**src/design/hsp_pkg.sv**
```systemverilog
`default_nettype none
// ----------------------------------------------------------------------------
// HSP saturation package
// Shared types, fixed-point constants and the square-root step function.
// ----------------------------------------------------------------------------
package hsp_pkg;

	// Channel and register widths.
	localparam int CH_W     = 8;
	localparam int LEVEL_W  = 9;
	localparam int SUM_W    = 32;
	localparam int P_W      = 16;
	localparam int REM_W    = 19;
	localparam int BEAT_W   = 4 * CH_W;

	// Q16 brightness weights; they sum to one.
	localparam logic [15:0] W_R = 16'd19595;
	localparam logic [15:0] W_G = 16'd38470;
	localparam logic [15:0] W_B = 16'd7471;

	// Square root: two result bits per stage, sixteen result bits in all.
	localparam int SQRT_STAGES = P_W / 2;

	// Channel scaling: result = N / 25600, clamped to the channel range.
	localparam logic [LEVEL_W-1:0] LEVEL_RESET = 9'd100;
	localparam logic [6:0]         SCALE_PCT   = 7'd100;
	localparam logic [27:0]        CLAMP_N     = 28'd6553600;
	localparam logic [13:0]        DIV_K       = 14'd10486;
	localparam int                 DIV_SHIFT   = 18;
	localparam logic [CH_W-1:0]    CH_MAX      = 8'hFF;
	localparam logic [CH_W-1:0]    CH_ZERO     = 8'h00;

	// One RGBA pixel; red sits in the lowest bits.
	typedef struct packed {
		logic [CH_W-1:0] alpha;
		logic [CH_W-1:0] blue;
		logic [CH_W-1:0] green;
		logic [CH_W-1:0] red;
	} pix_t;

	// Partial root and remainder of the digit-by-digit square root.
	typedef struct packed {
		logic [P_W-1:0]   root;
		logic [REM_W-1:0] rem;
	} sqrt_t;

	// One digit of the restoring square root: brings in two radicand bits.
	// The remainder never exceeds twice the root, so its top two bits are zero.
	function automatic sqrt_t sqrt_step(input sqrt_t cur, input logic [1:0] pair);
		logic [REM_W-1:0] shifted;
		logic [REM_W-1:0] trial;
		sqrt_t            nxt;
		shifted = {cur.rem[REM_W-3:0], pair};
		trial   = {1'b0, cur.root, 2'b01};
		if (shifted >= trial) begin
			nxt.rem  = shifted - trial;
			nxt.root = {cur.root[P_W-2:0], 1'b1};
		end else begin
			nxt.rem  = shifted;
			nxt.root = {cur.root[P_W-2:0], 1'b0};
		end
		return nxt;
	endfunction

endpackage
`default_nettype wire

```
**src/design/hsp_luma.sv**
```systemverilog
`default_nettype none
// ----------------------------------------------------------------------------
// HSP weighted square sum
// Three stages: channel squares, weighted products, and their sum.
// ----------------------------------------------------------------------------
module hsp_luma (
	input  wire                  clk,
	input  wire                  arst_n,
	input  wire                  ce,
	input  wire                  in_valid,
	input  wire hsp_pkg::pix_t   pix_in,
	output logic                 out_valid,
	output hsp_pkg::pix_t        pix_out,
	output logic [hsp_pkg::SUM_W-1:0] sum_out
);
	import hsp_pkg::*;

	logic        v_s1, v_s2, v_s3;
	pix_t        pix_s1, pix_s2, pix_s3;
	logic [15:0] sq_r_s1, sq_g_s1, sq_b_s1;
	logic [31:0] wr_s2, wg_s2, wb_s2;
	logic [SUM_W-1:0] sum_s3;

	// Valid bits follow the data through the three stages.
	always_ff @(posedge clk or negedge arst_n) begin
		if (!arst_n) begin
			v_s1 <= 1'b0;
			v_s2 <= 1'b0;
			v_s3 <= 1'b0;
		end else if (ce) begin
			v_s1 <= in_valid;
			v_s2 <= v_s1;
			v_s3 <= v_s2;
		end
	end

	// Squares, then the Q16 weights, then the sum; the sum stays below 2^32.
	always_ff @(posedge clk) begin
		if (ce) begin
			pix_s1  <= pix_in;
			sq_r_s1 <= {8'd0, pix_in.red} * {8'd0, pix_in.red};
			sq_g_s1 <= {8'd0, pix_in.green} * {8'd0, pix_in.green};
			sq_b_s1 <= {8'd0, pix_in.blue} * {8'd0, pix_in.blue};

			pix_s2  <= pix_s1;
			wr_s2   <= {16'd0, W_R} * {16'd0, sq_r_s1};
			wg_s2   <= {16'd0, W_G} * {16'd0, sq_g_s1};
			wb_s2   <= {16'd0, W_B} * {16'd0, sq_b_s1};

			pix_s3  <= pix_s2;
			sum_s3  <= wr_s2 + wg_s2 + wb_s2;
		end
	end

	assign out_valid = v_s3;
	assign pix_out   = pix_s3;
	assign sum_out   = sum_s3;

endmodule
`default_nettype wire

```
**src/design/hsp_sqrt.sv**
```systemverilog
`default_nettype none
// ----------------------------------------------------------------------------
// HSP pipelined square root
// Integer square root rounded down, two result bits per stage.
// ----------------------------------------------------------------------------
module hsp_sqrt (
	input  wire                       clk,
	input  wire                       arst_n,
	input  wire                       ce,
	input  wire                       in_valid,
	input  wire hsp_pkg::pix_t        pix_in,
	input  wire [hsp_pkg::SUM_W-1:0]  sum_in,
	output logic                      out_valid,
	output hsp_pkg::pix_t             pix_out,
	output logic [hsp_pkg::P_W-1:0]   root_out
);
	import hsp_pkg::*;

	logic             v_s   [SQRT_STAGES];
	pix_t             pix_s [SQRT_STAGES];
	logic [SUM_W-1:0] rad_s [SQRT_STAGES];
	sqrt_t            sq_s  [SQRT_STAGES];

	genvar i;
	generate
		for (i = 0; i < SQRT_STAGES; i++) begin : g_stage
			logic             v_prev;
			pix_t             pix_prev;
			logic [SUM_W-1:0] rad_prev;
			sqrt_t            sq_prev;
			sqrt_t            sq_mid;
			sqrt_t            sq_next;

			// The first stage starts from an empty root and remainder.
			if (i == 0) begin : g_first
				assign v_prev   = in_valid;
				assign pix_prev = pix_in;
				assign rad_prev = sum_in;
				assign sq_prev  = '0;
			end else begin : g_next
				assign v_prev   = v_s[i-1];
				assign pix_prev = pix_s[i-1];
				assign rad_prev = rad_s[i-1];
				assign sq_prev  = sq_s[i-1];
			end

			// Two digits per stage, taken from the top of the radicand.
			assign sq_mid  = sqrt_step(sq_prev, rad_prev[SUM_W-1:SUM_W-2]);
			assign sq_next = sqrt_step(sq_mid, rad_prev[SUM_W-3:SUM_W-4]);

			always_ff @(posedge clk or negedge arst_n) begin
				if (!arst_n) begin
					v_s[i] <= 1'b0;
				end else if (ce) begin
					v_s[i] <= v_prev;
				end
			end

			always_ff @(posedge clk) begin
				if (ce) begin
					pix_s[i] <= pix_prev;
					rad_s[i] <= {rad_prev[SUM_W-5:0], 4'b0000};
					sq_s[i]  <= sq_next;
				end
			end
		end
	endgenerate

	assign out_valid = v_s[SQRT_STAGES-1];
	assign pix_out   = pix_s[SQRT_STAGES-1];
	assign root_out  = sq_s[SQRT_STAGES-1].root;

endmodule
`default_nettype wire

```
**src/design/hsp_adjust.sv**
```systemverilog
`default_nettype none
// ----------------------------------------------------------------------------
// HSP channel adjust
// Four stages: P + (C - P) * level / 100 in Q8, truncated and clamped to 0..255.
// ----------------------------------------------------------------------------
module hsp_adjust (
	input  wire                          clk,
	input  wire                          ce,
	input  wire [hsp_pkg::CH_W-1:0]      chan_in,
	input  wire [hsp_pkg::P_W-1:0]       bright_in,
	input  wire [hsp_pkg::LEVEL_W-1:0]   level,
	output logic [hsp_pkg::CH_W-1:0]     chan_out
);
	import hsp_pkg::*;

	logic signed [17:0] diff_s1;
	logic [22:0]        p100_s1;
	logic signed [27:0] prod_s2;
	logic [22:0]        p100_s2;
	logic [28:0]        n_sum;
	logic               neg_s3, big_s3;
	logic [12:0]        m_s3;
	logic [26:0]        q_prod;
	logic [CH_W-1:0]    chan_s4;

	// Scaled numerator N, kept as two's complement bits.
	assign n_sum = {prod_s2[27], prod_s2} + {6'd0, p100_s2};

	// N / 25600 as (N / 1024) / 25, the last by reciprocal; exact below 6400.
	assign q_prod = {14'd0, m_s3} * {13'd0, DIV_K};

	always_ff @(posedge clk) begin
		if (ce) begin
			// Offset from brightness and the scaled brightness.
			diff_s1 <= $signed({2'b00, chan_in, 8'd0}) - $signed({2'b00, bright_in});
			p100_s1 <= {7'd0, bright_in} * {16'd0, SCALE_PCT};

			// Offset times the level.
			prod_s2 <= diff_s1 * $signed({1'b0, level});
			p100_s2 <= p100_s1;

			// Clamp decisions and the coarse quotient.
			neg_s3  <= n_sum[28];
			big_s3  <= !n_sum[28] && (n_sum[27:0] >= CLAMP_N);
			m_s3    <= n_sum[22:10];

			// Final channel value.
			if (neg_s3) begin
				chan_s4 <= CH_ZERO;
			end else if (big_s3) begin
				chan_s4 <= CH_MAX;
			end else begin
				chan_s4 <= q_prod[DIV_SHIFT+CH_W-1:DIV_SHIFT];
			end
		end
	end

	assign chan_out = chan_s4;

endmodule
`default_nettype wire

```
**src/design/hsp_pixel_saturation.sv**
```systemverilog
`default_nettype none
// ----------------------------------------------------------------------------
// HSP pixel saturation
// Changes the saturation of RGBA pixels around their perceived brightness.
// ----------------------------------------------------------------------------
// Pixels enter on the s_ group as one 32-bit beat and leave on the m_ group in
// the same order, one result beat for each input beat. The cfg_ channel writes
// the saturation level in percent; it is always ready and should be written
// only while no pixel is in flight.
// From an accepted input beat to its output beat, three stages form the
// weighted square sum, eight stages take its square root two bits at a time,
// and four stages scale and clamp each channel.
// Throughput is one pixel per clock. The whole pipeline advances together;
// when the receiver holds m_tready low with a result waiting, every stage
// holds and s_tready drops, so nothing is lost or repeated. While the output
// register is empty, input beats keep being taken.
// Reset clears all valid bits and sets the level to 100 (pixels unchanged).
// ----------------------------------------------------------------------------
module hsp_pixel_saturation (
	input  wire                          clk,
	input  wire                          arst_n,
	input  wire                          s_tvalid,
	output logic                         s_tready,
	// s_tdata: red_in [7:0], green_in [15:8], blue_in [23:16], alpha_in [31:24]
	input  wire [hsp_pkg::BEAT_W-1:0]    s_tdata,
	output logic                         m_tvalid,
	input  wire                          m_tready,
	// m_tdata: red_out [7:0], green_out [15:8], blue_out [23:16], alpha_out [31:24]
	output logic [hsp_pkg::BEAT_W-1:0]   m_tdata,
	input  wire                          cfg_valid,
	output logic                         cfg_ready,
	input  wire [hsp_pkg::LEVEL_W-1:0]   cfg_data
);
	import hsp_pkg::*;

	logic               ce;
	logic [LEVEL_W-1:0] level_q;
	logic               luma_valid, sqrt_valid;
	pix_t               luma_pix, sqrt_pix;
	logic [SUM_W-1:0]   luma_sum;
	logic [P_W-1:0]     bright;
	logic               v_s12, v_s13, v_s14, v_s15;
	logic [CH_W-1:0]    a_s12, a_s13, a_s14, a_s15;
	logic [CH_W-1:0]    red_res, green_res, blue_res;

	// The pipeline moves whenever the output register is free or being taken.
	assign ce       = !v_s15 || m_tready;
	assign s_tready = ce;

	// Saturation level register.
	assign cfg_ready = 1'b1;
	always_ff @(posedge clk or negedge arst_n) begin
		if (!arst_n) begin
			level_q <= LEVEL_RESET;
		end else if (cfg_valid) begin
			level_q <= cfg_data;
		end
	end

	hsp_luma u_luma (
		.clk       (clk),
		.arst_n    (arst_n),
		.ce        (ce),
		.in_valid  (s_tvalid),
		.pix_in    (pix_t'(s_tdata)),
		.out_valid (luma_valid),
		.pix_out   (luma_pix),
		.sum_out   (luma_sum)
	);

	hsp_sqrt u_sqrt (
		.clk       (clk),
		.arst_n    (arst_n),
		.ce        (ce),
		.in_valid  (luma_valid),
		.pix_in    (luma_pix),
		.sum_in    (luma_sum),
		.out_valid (sqrt_valid),
		.pix_out   (sqrt_pix),
		.root_out  (bright)
	);

	hsp_adjust u_adj_red (
		.clk       (clk),
		.ce        (ce),
		.chan_in   (sqrt_pix.red),
		.bright_in (bright),
		.level     (level_q),
		.chan_out  (red_res)
	);

	hsp_adjust u_adj_green (
		.clk       (clk),
		.ce        (ce),
		.chan_in   (sqrt_pix.green),
		.bright_in (bright),
		.level     (level_q),
		.chan_out  (green_res)
	);

	hsp_adjust u_adj_blue (
		.clk       (clk),
		.ce        (ce),
		.chan_in   (sqrt_pix.blue),
		.bright_in (bright),
		.level     (level_q),
		.chan_out  (blue_res)
	);

	// Valid bits alongside the four channel-adjust stages.
	always_ff @(posedge clk or negedge arst_n) begin
		if (!arst_n) begin
			v_s12 <= 1'b0;
			v_s13 <= 1'b0;
			v_s14 <= 1'b0;
			v_s15 <= 1'b0;
		end else if (ce) begin
			v_s12 <= sqrt_valid;
			v_s13 <= v_s12;
			v_s14 <= v_s13;
			v_s15 <= v_s14;
		end
	end

	// Alpha is delayed to line up with the adjusted channels.
	always_ff @(posedge clk) begin
		if (ce) begin
			a_s12 <= sqrt_pix.alpha;
			a_s13 <= a_s12;
			a_s14 <= a_s13;
			a_s15 <= a_s14;
		end
	end

	assign m_tvalid = v_s15;
	assign m_tdata  = {a_s15, blue_res, green_res, red_res};

endmodule
`default_nettype wire
```
**config.mk**
```make
export PLATFORM = sky130hd
export DESIGN_NAME = hsp_pixel_saturation
export DESIGN_NICKNAME = d
export VERILOG_FILES = /design/src/design/hsp_pkg.sv /design/src/design/hsp_luma.sv /design/src/design/hsp_sqrt.sv /design/src/design/hsp_adjust.sv /design/src/design/hsp_pixel_saturation.sv
export SDC_FILE = /design/constraint.sdc
export NUM_CORES = 2
export LEC_CHECK = 0
export BUFFER_PORTS_ARGS = -buffer_cell sky130_fd_sc_hd__buf_4
export CORE_MARGIN = 5
export CORE_UTILIZATION = 60
export DETAILED_ROUTE_END_ITERATION = 7
export GPL_ROUTABILITY_DRIVEN = 0
export GPL_TIMING_DRIVEN = 0
export PLACE_DENSITY_LB_ADDON = 0.15
export SLEW_MARGIN = 20
export SYNTH_ARGS = -nofsm -noshare
export SYNTH_HDL_FRONTEND = slang
export SYNTH_HIERARCHICAL = 1
export SYNTH_SLANG_ARGS = --single-unit
```
**constraint.sdc**
```tcl
create_clock -name clk -period 18.1 [get_ports clk]
set_input_delay 3.62 -clock clk [delete_from_list [all_inputs] [get_ports clk]]
set_output_delay 3.62 -clock clk [all_outputs]
set_load 0.03 [all_outputs]
```
# ---- Word level (Yosys, flattened, before mapping)
# Memories as Yosys holds them, arrays and structs flattened.
# Cells that the tools add are included.
dict set report totals {
  wordCells 147
  output_inout_bits 35
  regBits 569
  inputBits 46
  n_memories 3
  ram_bits 760
}
dict set report op_classes {
  addsub 24
  reduce_logical 8
  n_lt_le_gt_ge 19
  mul 13
  mux 21
}
# memory depth width read_ports rd_ports_with_merged_regs wr line_no
set mem_list {}
lappend mem_list {u_sqrt.sq_s 8 35 8 0 8 hsp_sqrt.sv:22} ;# sqrt_t sq_s [SQRT_STAGES];
lappend mem_list {u_sqrt.pix_s 8 32 8 0 8 hsp_sqrt.sv:20} ;# pix_t pix_s [SQRT_STAGES];
lappend mem_list {u_sqrt.rad_s 8 28 7 0 8 hsp_sqrt.sv:21} ;# logic [SUM_W-1:0] rad_s [SQRT_STAGES];
# cell count
set op_table {}
lappend op_table {{two-way mux 20 bit} 16}
lappend op_table {{>= comparator 19 x 18 -> 1 bit} 14}
lappend op_table {{subtractor 19 x 18 -> 19 bit} 14}
lappend op_table {{adder 28 x 24 -> 29 bit} 3}
lappend op_table {{>= comparator 28 x 23 -> 1 bit, second input constant} 3}
lappend op_table {{multiplier 17 x 10 -> 27 bit} 3}
lappend op_table {{multiplier 13 x 13 -> 25 bit, second input constant} 3}
lappend op_table {{multiplier 15 x 16 -> 31 bit, first input constant} 2}
lappend op_table {{subtractor 16 x 16 -> 17 bit} 3}
lappend op_table {{multiplier 8 x 8 -> 16 bit} 3}
lappend op_table {{adder 31 x 32 -> 32 bit} 1}
lappend op_table {{adder 32 x 29 -> 32 bit} 1}
lappend op_table {{multiplier 13 x 16 -> 29 bit, first input constant} 1}
lappend op_table {{two-way mux 8 bit} 3}
lappend op_table {{multiplier 16 x 5 -> 21 bit, second input constant} 1}
lappend op_table {{>= comparator 19 x 3 -> 1 bit} 1}
lappend op_table {{subtractor 19 x 3 -> 19 bit} 1}
lappend op_table {{zero test 1 bit} 4}
lappend op_table {{logical AND 1 bit} 3}
lappend op_table {{subtractor 2 x 1 -> 3 bit, second input constant} 1}
lappend op_table {{>= comparator 2 x 1 -> 1 bit, second input constant} 1}
lappend op_table {{two-way mux 1 bit} 2}
lappend op_table {{logical OR 1 bit} 1}

# ---- Longest topological paths before layout
# An unclocked memory read counts as a cell.
dict set report logic_depth {
  ltp_word 5
  depth_mapped 23
  mapped_depth_nobuf 21
}

# ---- Cells and area by module
# The synthesis kept the hierarchy.
# module seq_area_each_um2 n_inst cells_per_inst area_each_um2
set by_module_without_submodules {}
lappend by_module_without_submodules {hsp_sqrt 16776.1 1 2106 27127.3}
lappend by_module_without_submodules {hsp_luma 7732.4 1 2410 26957.1}
lappend by_module_without_submodules {{hsp_adjust (u_adj_blue)} 3183.1 1 1482 14951.8}
lappend by_module_without_submodules {{hsp_adjust (u_adj_red)} 3183.1 1 1447 14878.0}
lappend by_module_without_submodules {{hsp_adjust (u_adj_green)} 3183.1 1 1453 14875.5}
lappend by_module_without_submodules {hsp_pixel_saturation 1290.0 1 62 1478.9}

# ---- Least setup slack after synthesis
# No wires, ideal clock.
dict set report synth_timing {
  path_kind {input -> output}
  start {input m_tready}
  end {output s_tready}
  slack_ns 2.938
  n_path_buf 0
  required_ns 14.480
  stages 1
  arrival_ns 11.542
  path_cell_list {nand2b_4}
}
dict set report synth_between {
  elab_chain_len 1
}
# item line_no
set synth_rtl {}
lappend synth_rtl {{from (decl)} hsp_pixel_saturation.sv:27} ;# input wire m_tready,
lappend synth_rtl {{logical OR 1 bit} hsp_pixel_saturation.sv:47} ;# assign ce = !v_s15 || m_tready;
lappend synth_rtl {{to (decl)} hsp_pixel_saturation.sv:23} ;# output logic s_tready,
# No other way between the ends.

# ---- Final worst setup path
# Same ends and word-level chain as after synthesis.

==> summary.md <==
| Metric | Value |
|---|---|
| Hold path endpoint | `u_sqrt/pix_s[0][114]$_DFFE_PP_` |
| Worst setup SP type | `input port` |
| HPWL Detailed | `160000 um` |
| Skew-Pair Late Insertion Delay | `0.81 ns` |
| Number of clock sinks | `1181` |
| Slew Limit Fails | `0` |
| Slowest cell delay on critical path | `0.42 ns` |
| Final nets | `11500` |
| Post_cts resized | `0` |
| Row count | `150` |
| Setup TNS | `0 ns` |
| Part of the cycle the worst path needs | `0.550` |
| Worst min path class | `reg2reg` |
| Post-layout util | `0.653` |
| Worst endpoint required time | `14.48 ns` |
| Vias per inst | `5.58` |
| CP max-delay cell | `nand2b_4` |
| Most common cell after layout, fill and taps aside | `inv_1` |
| Hold path depth | `0` |
| CTS tree | `done` |
| Hold path start | `u_sqrt/pix_s[0][82]$_DFFE_PP_` |
| Vias in the first global route | `67200` |
| Cell chosen for the clock root | `clkbuf_16` |
| ANT cells | `0` |
| Main synth FF type | `edfxtp_1` |
| Commonest non-fill, non-tap cells in the layout | `1664 x inv_1, 1329 x ha_1, 1157 x edfxtp_1` |
| Max-cap check violation count | `0` |
| Initial antenna violation count | `3` |
| Critical Path, Cell by Cell | `buf_4 -> nand2b_4 -> buf_16 -> buf_16 -> buf_16 -> buf_12 -> buf_16 -> buf_16 -> buf_4` |
| Worst Path Arrival | `6.33 ns` |
| CP dominant cell by count | `buf_16` |
| Synth Register Bits | `1181` |
| Mapped Cells | `8960` |
| Worst R2R Setup Slack | `10.96 ns` |
| Layout cells sized above 1 | `0.0544` |
| Hold-fix buffers at CTS | `0` |
| # fillers | `12800` |
| Yosys warns | `6` |
| Top Ports | `81` |
| Setup violations, final | `0` |
| Total CTS buffers | `133` |
| Die height | `419 um` |
| Post-route DRC | `0` |
| Worst R2R End | `u_adj_red/prod_s2[26]$_DFFE_PP_` |
| 1st-iter DRT viols | `4239` |
| Setup crit end kind | `primary output` |
| Rel. slew slack | `0.242` |
| Input/output buffers | `78` |
| Post-synth ARST share | `0.0203` |
| Synth Cell Area | `100000 um^2` |
| RSZ-0062 raised after global routing | `no` |
| CTS Buffer Depth | `3` |
| Multi-input logic area | `58200 um^2` |
| Area of the die | `175000 um^2` |
| Largest net degree at the start of global routing | `63` |
| Fmax | `100 MHz` |
| Total GRT Usage | `0.234` |
| First-pass GRT wire length | `334000 um` |
| Grt ovf | `0` |
| Worst slew pin tran | `1.13 ns` |
| Status | `finished clean` |
| Final ANT Viol Nets | `0` |
| H-tree depth | `4` |
| Post-synthesis sequential area ratio | `0.353` |
| Final hold viol count | `0` |
| Reg2reg start | `level_q[2]$_DFFE_PN1P_` |
| Post-synth cell types | `124` |
| Register area | `35400 um^2` |
| Tmin final | `9.95 ns` |
| Final Instance Count excl. Fillers | `11500` |
| Reg clk slew, reported paths | `0.06 ns` |
| R2r worst-path depth | `20` |
| Die Span X | `419 um` |
| First-pass detailed-route iteration total | `6` |
| Placeable Area | `167000 um^2` |
| Number of setup buffers added after CTS | `0` |
| Avg Synthesized Cell Area | `11.2 um^2` |
| Initial core utilization | `0.602` |
| Cells after DPL | `11300` |
| Critical path fanouts, max | `58` |
| Setup CP Type | `in2out` |
| Post-synth EDFFs | `1157` |
| Clock Skew | `0.0366 ns` |
| Final WL | `200000 um` |
| Via count | `64200` |
| Synthesis-to-finish area growth | `8.55%` |
| Drt wl/cell | `17.4 um` |
==> through the flow <==
step	area, um^2	worst slack [ns]	hold WS (ns)
2_1_floorplan	100000	2.94	0.400
3_3_place_gp	104000	-1.25	0.400
3_5_place_dp	104000	8.09	0.405
4_1_cts	109000	8.10	0.411
5_1_grt	109000	7.95	0.414
6_report	109000	8.15	0.408
==> metal layers <==
layer | track usage | share of wire | vias up
met1 | 0.301 | 0.43 | 31600
met4 | 0.0818 | 0.033 | 2
li1 | - | - | 31000
met3 | 0.0312 | 0.042 | 338
met2 | 0.409 | 0.50 | 1299
met5 | 0 | 0.000065 | -
==> synthesized netlist by cell type (11+ instances only) <==
library cell,n,share of area
xnor2_1,360,0.031
and3_1,61,0.0038
or3_1,26,0.0016
fa_1,876,0.17
o21a_1,68,0.0051
a311oi_1,14,0.0012
o211ai_1,39,0.0029
a31o_2,18,0.0016
xor2_1,160,0.014
edfxtp_1,1157,0.35
nand4b_1,15,0.0013
inv_1,1664,0.062
and4_1,14,0.0012
nor2_1,332,0.012
nor3b_1,14,0.0010
o31ai_1,28,0.0021
nand2_1,508,0.019
nand4_1,46,0.0029
nand3_1,121,0.0060
nor4_1,36,0.0022
a31oi_1,51,0.0032
or2_2,21,0.0013
o2111ai_1,15,0.0013
o22ai_1,11,0.00069
mux2i_1,13,0.0013
a21oi_1,443,0.022
nand2b_1,53,0.0033
dfrtp_1,21,0.0052
ha_1,1329,0.17
a2111oi_0,16,0.0014
and2_1,321,0.020
o21ai_1,37,0.0018
a211o_1,17,0.0015
mux2_2,56,0.0063
nor3_1,97,0.0048
nand3b_1,19,0.0014
o21bai_1,74,0.0055
a211oi_1,39,0.0029
o21ai_0,168,0.0084
nor2b_1,54,0.0034
or4_1,23,0.0017
a21o_1,178,0.013
clkbuf_1,93,0.0035
==> state kept, by name, summed over array words and instances (netlist names), 20 cells and up <==
name and flops:
u_adj_green/prod_s2 25, u_luma/pix_s2 29, u_adj_red/p100_s2 21, u_adj_green/p100_s2 21
u_luma/wr_s2 30, u_adj_green/p100_s1 20, u_adj_blue/prod_s2 25, u_luma/pix_s1 32
u_sqrt/pix_s 256, u_luma/pix_out 32, u_luma/wg_s2 30, u_adj_blue/p100_s2 21
u_adj_red/p100_s1 20, u_sqrt/rad_s 112, u_luma/wb_s2 28, u_sqrt/sq_s 184
u_adj_blue/p100_s1 20, u_luma/sum_out 32, u_adj_red/prod_s2 25
==> worst max-delay path by stage <==
stage                   from       end  slack [ns]  cells past startpoint
CTS                 m_tready  s_tready        8.10                      9
floorplan           m_tready  s_tready        2.94                      1
global placement    m_tready  s_tready       -1.25                      3
global route        m_tready  s_tready        7.95                      9
finish              m_tready  s_tready        8.15                      9
detailed placement  m_tready  s_tready        8.09                      9
==> logic make-up (layout without fill, tap and decap cells) <==
logic type / after synthesis / after routing / share of synthesized area
compound gates: 1387 / 1387 / 0.0936
mux: 72 / 72 / 0.00804
simple gates: 1803 / 1803 / 0.0919
flops: 1181 / 1181 / 0.353
xor+xnor: 521 / 521 / 0.0456
fa+ha+maj: 2205 / 2205 / 0.341
buf+inv: 1787 / 2126 / 0.0674
other cells: 4 / 20 / 0.000150
==> final cells by class <==
class	count	area share
buffer	115	0.00444
inverter	1672	0.0577
tap	2204	0.0253
clock inverter	88	0.0106
timing repair buffer	101	0.0109
clock buffer	150	0.0313
multi-input combinational	6008	0.535
sequential	1181	0.325
==> critical path: cells and delay by family <==
family                 cells  cell delay (ns)
buffers and inverters      8             2.08
and+or+nand+nor            1             0.42
Power is left out: the tool's default activity adds up to more than one toggle a clock period on the data nets, which glitch-free logic cannot reach.
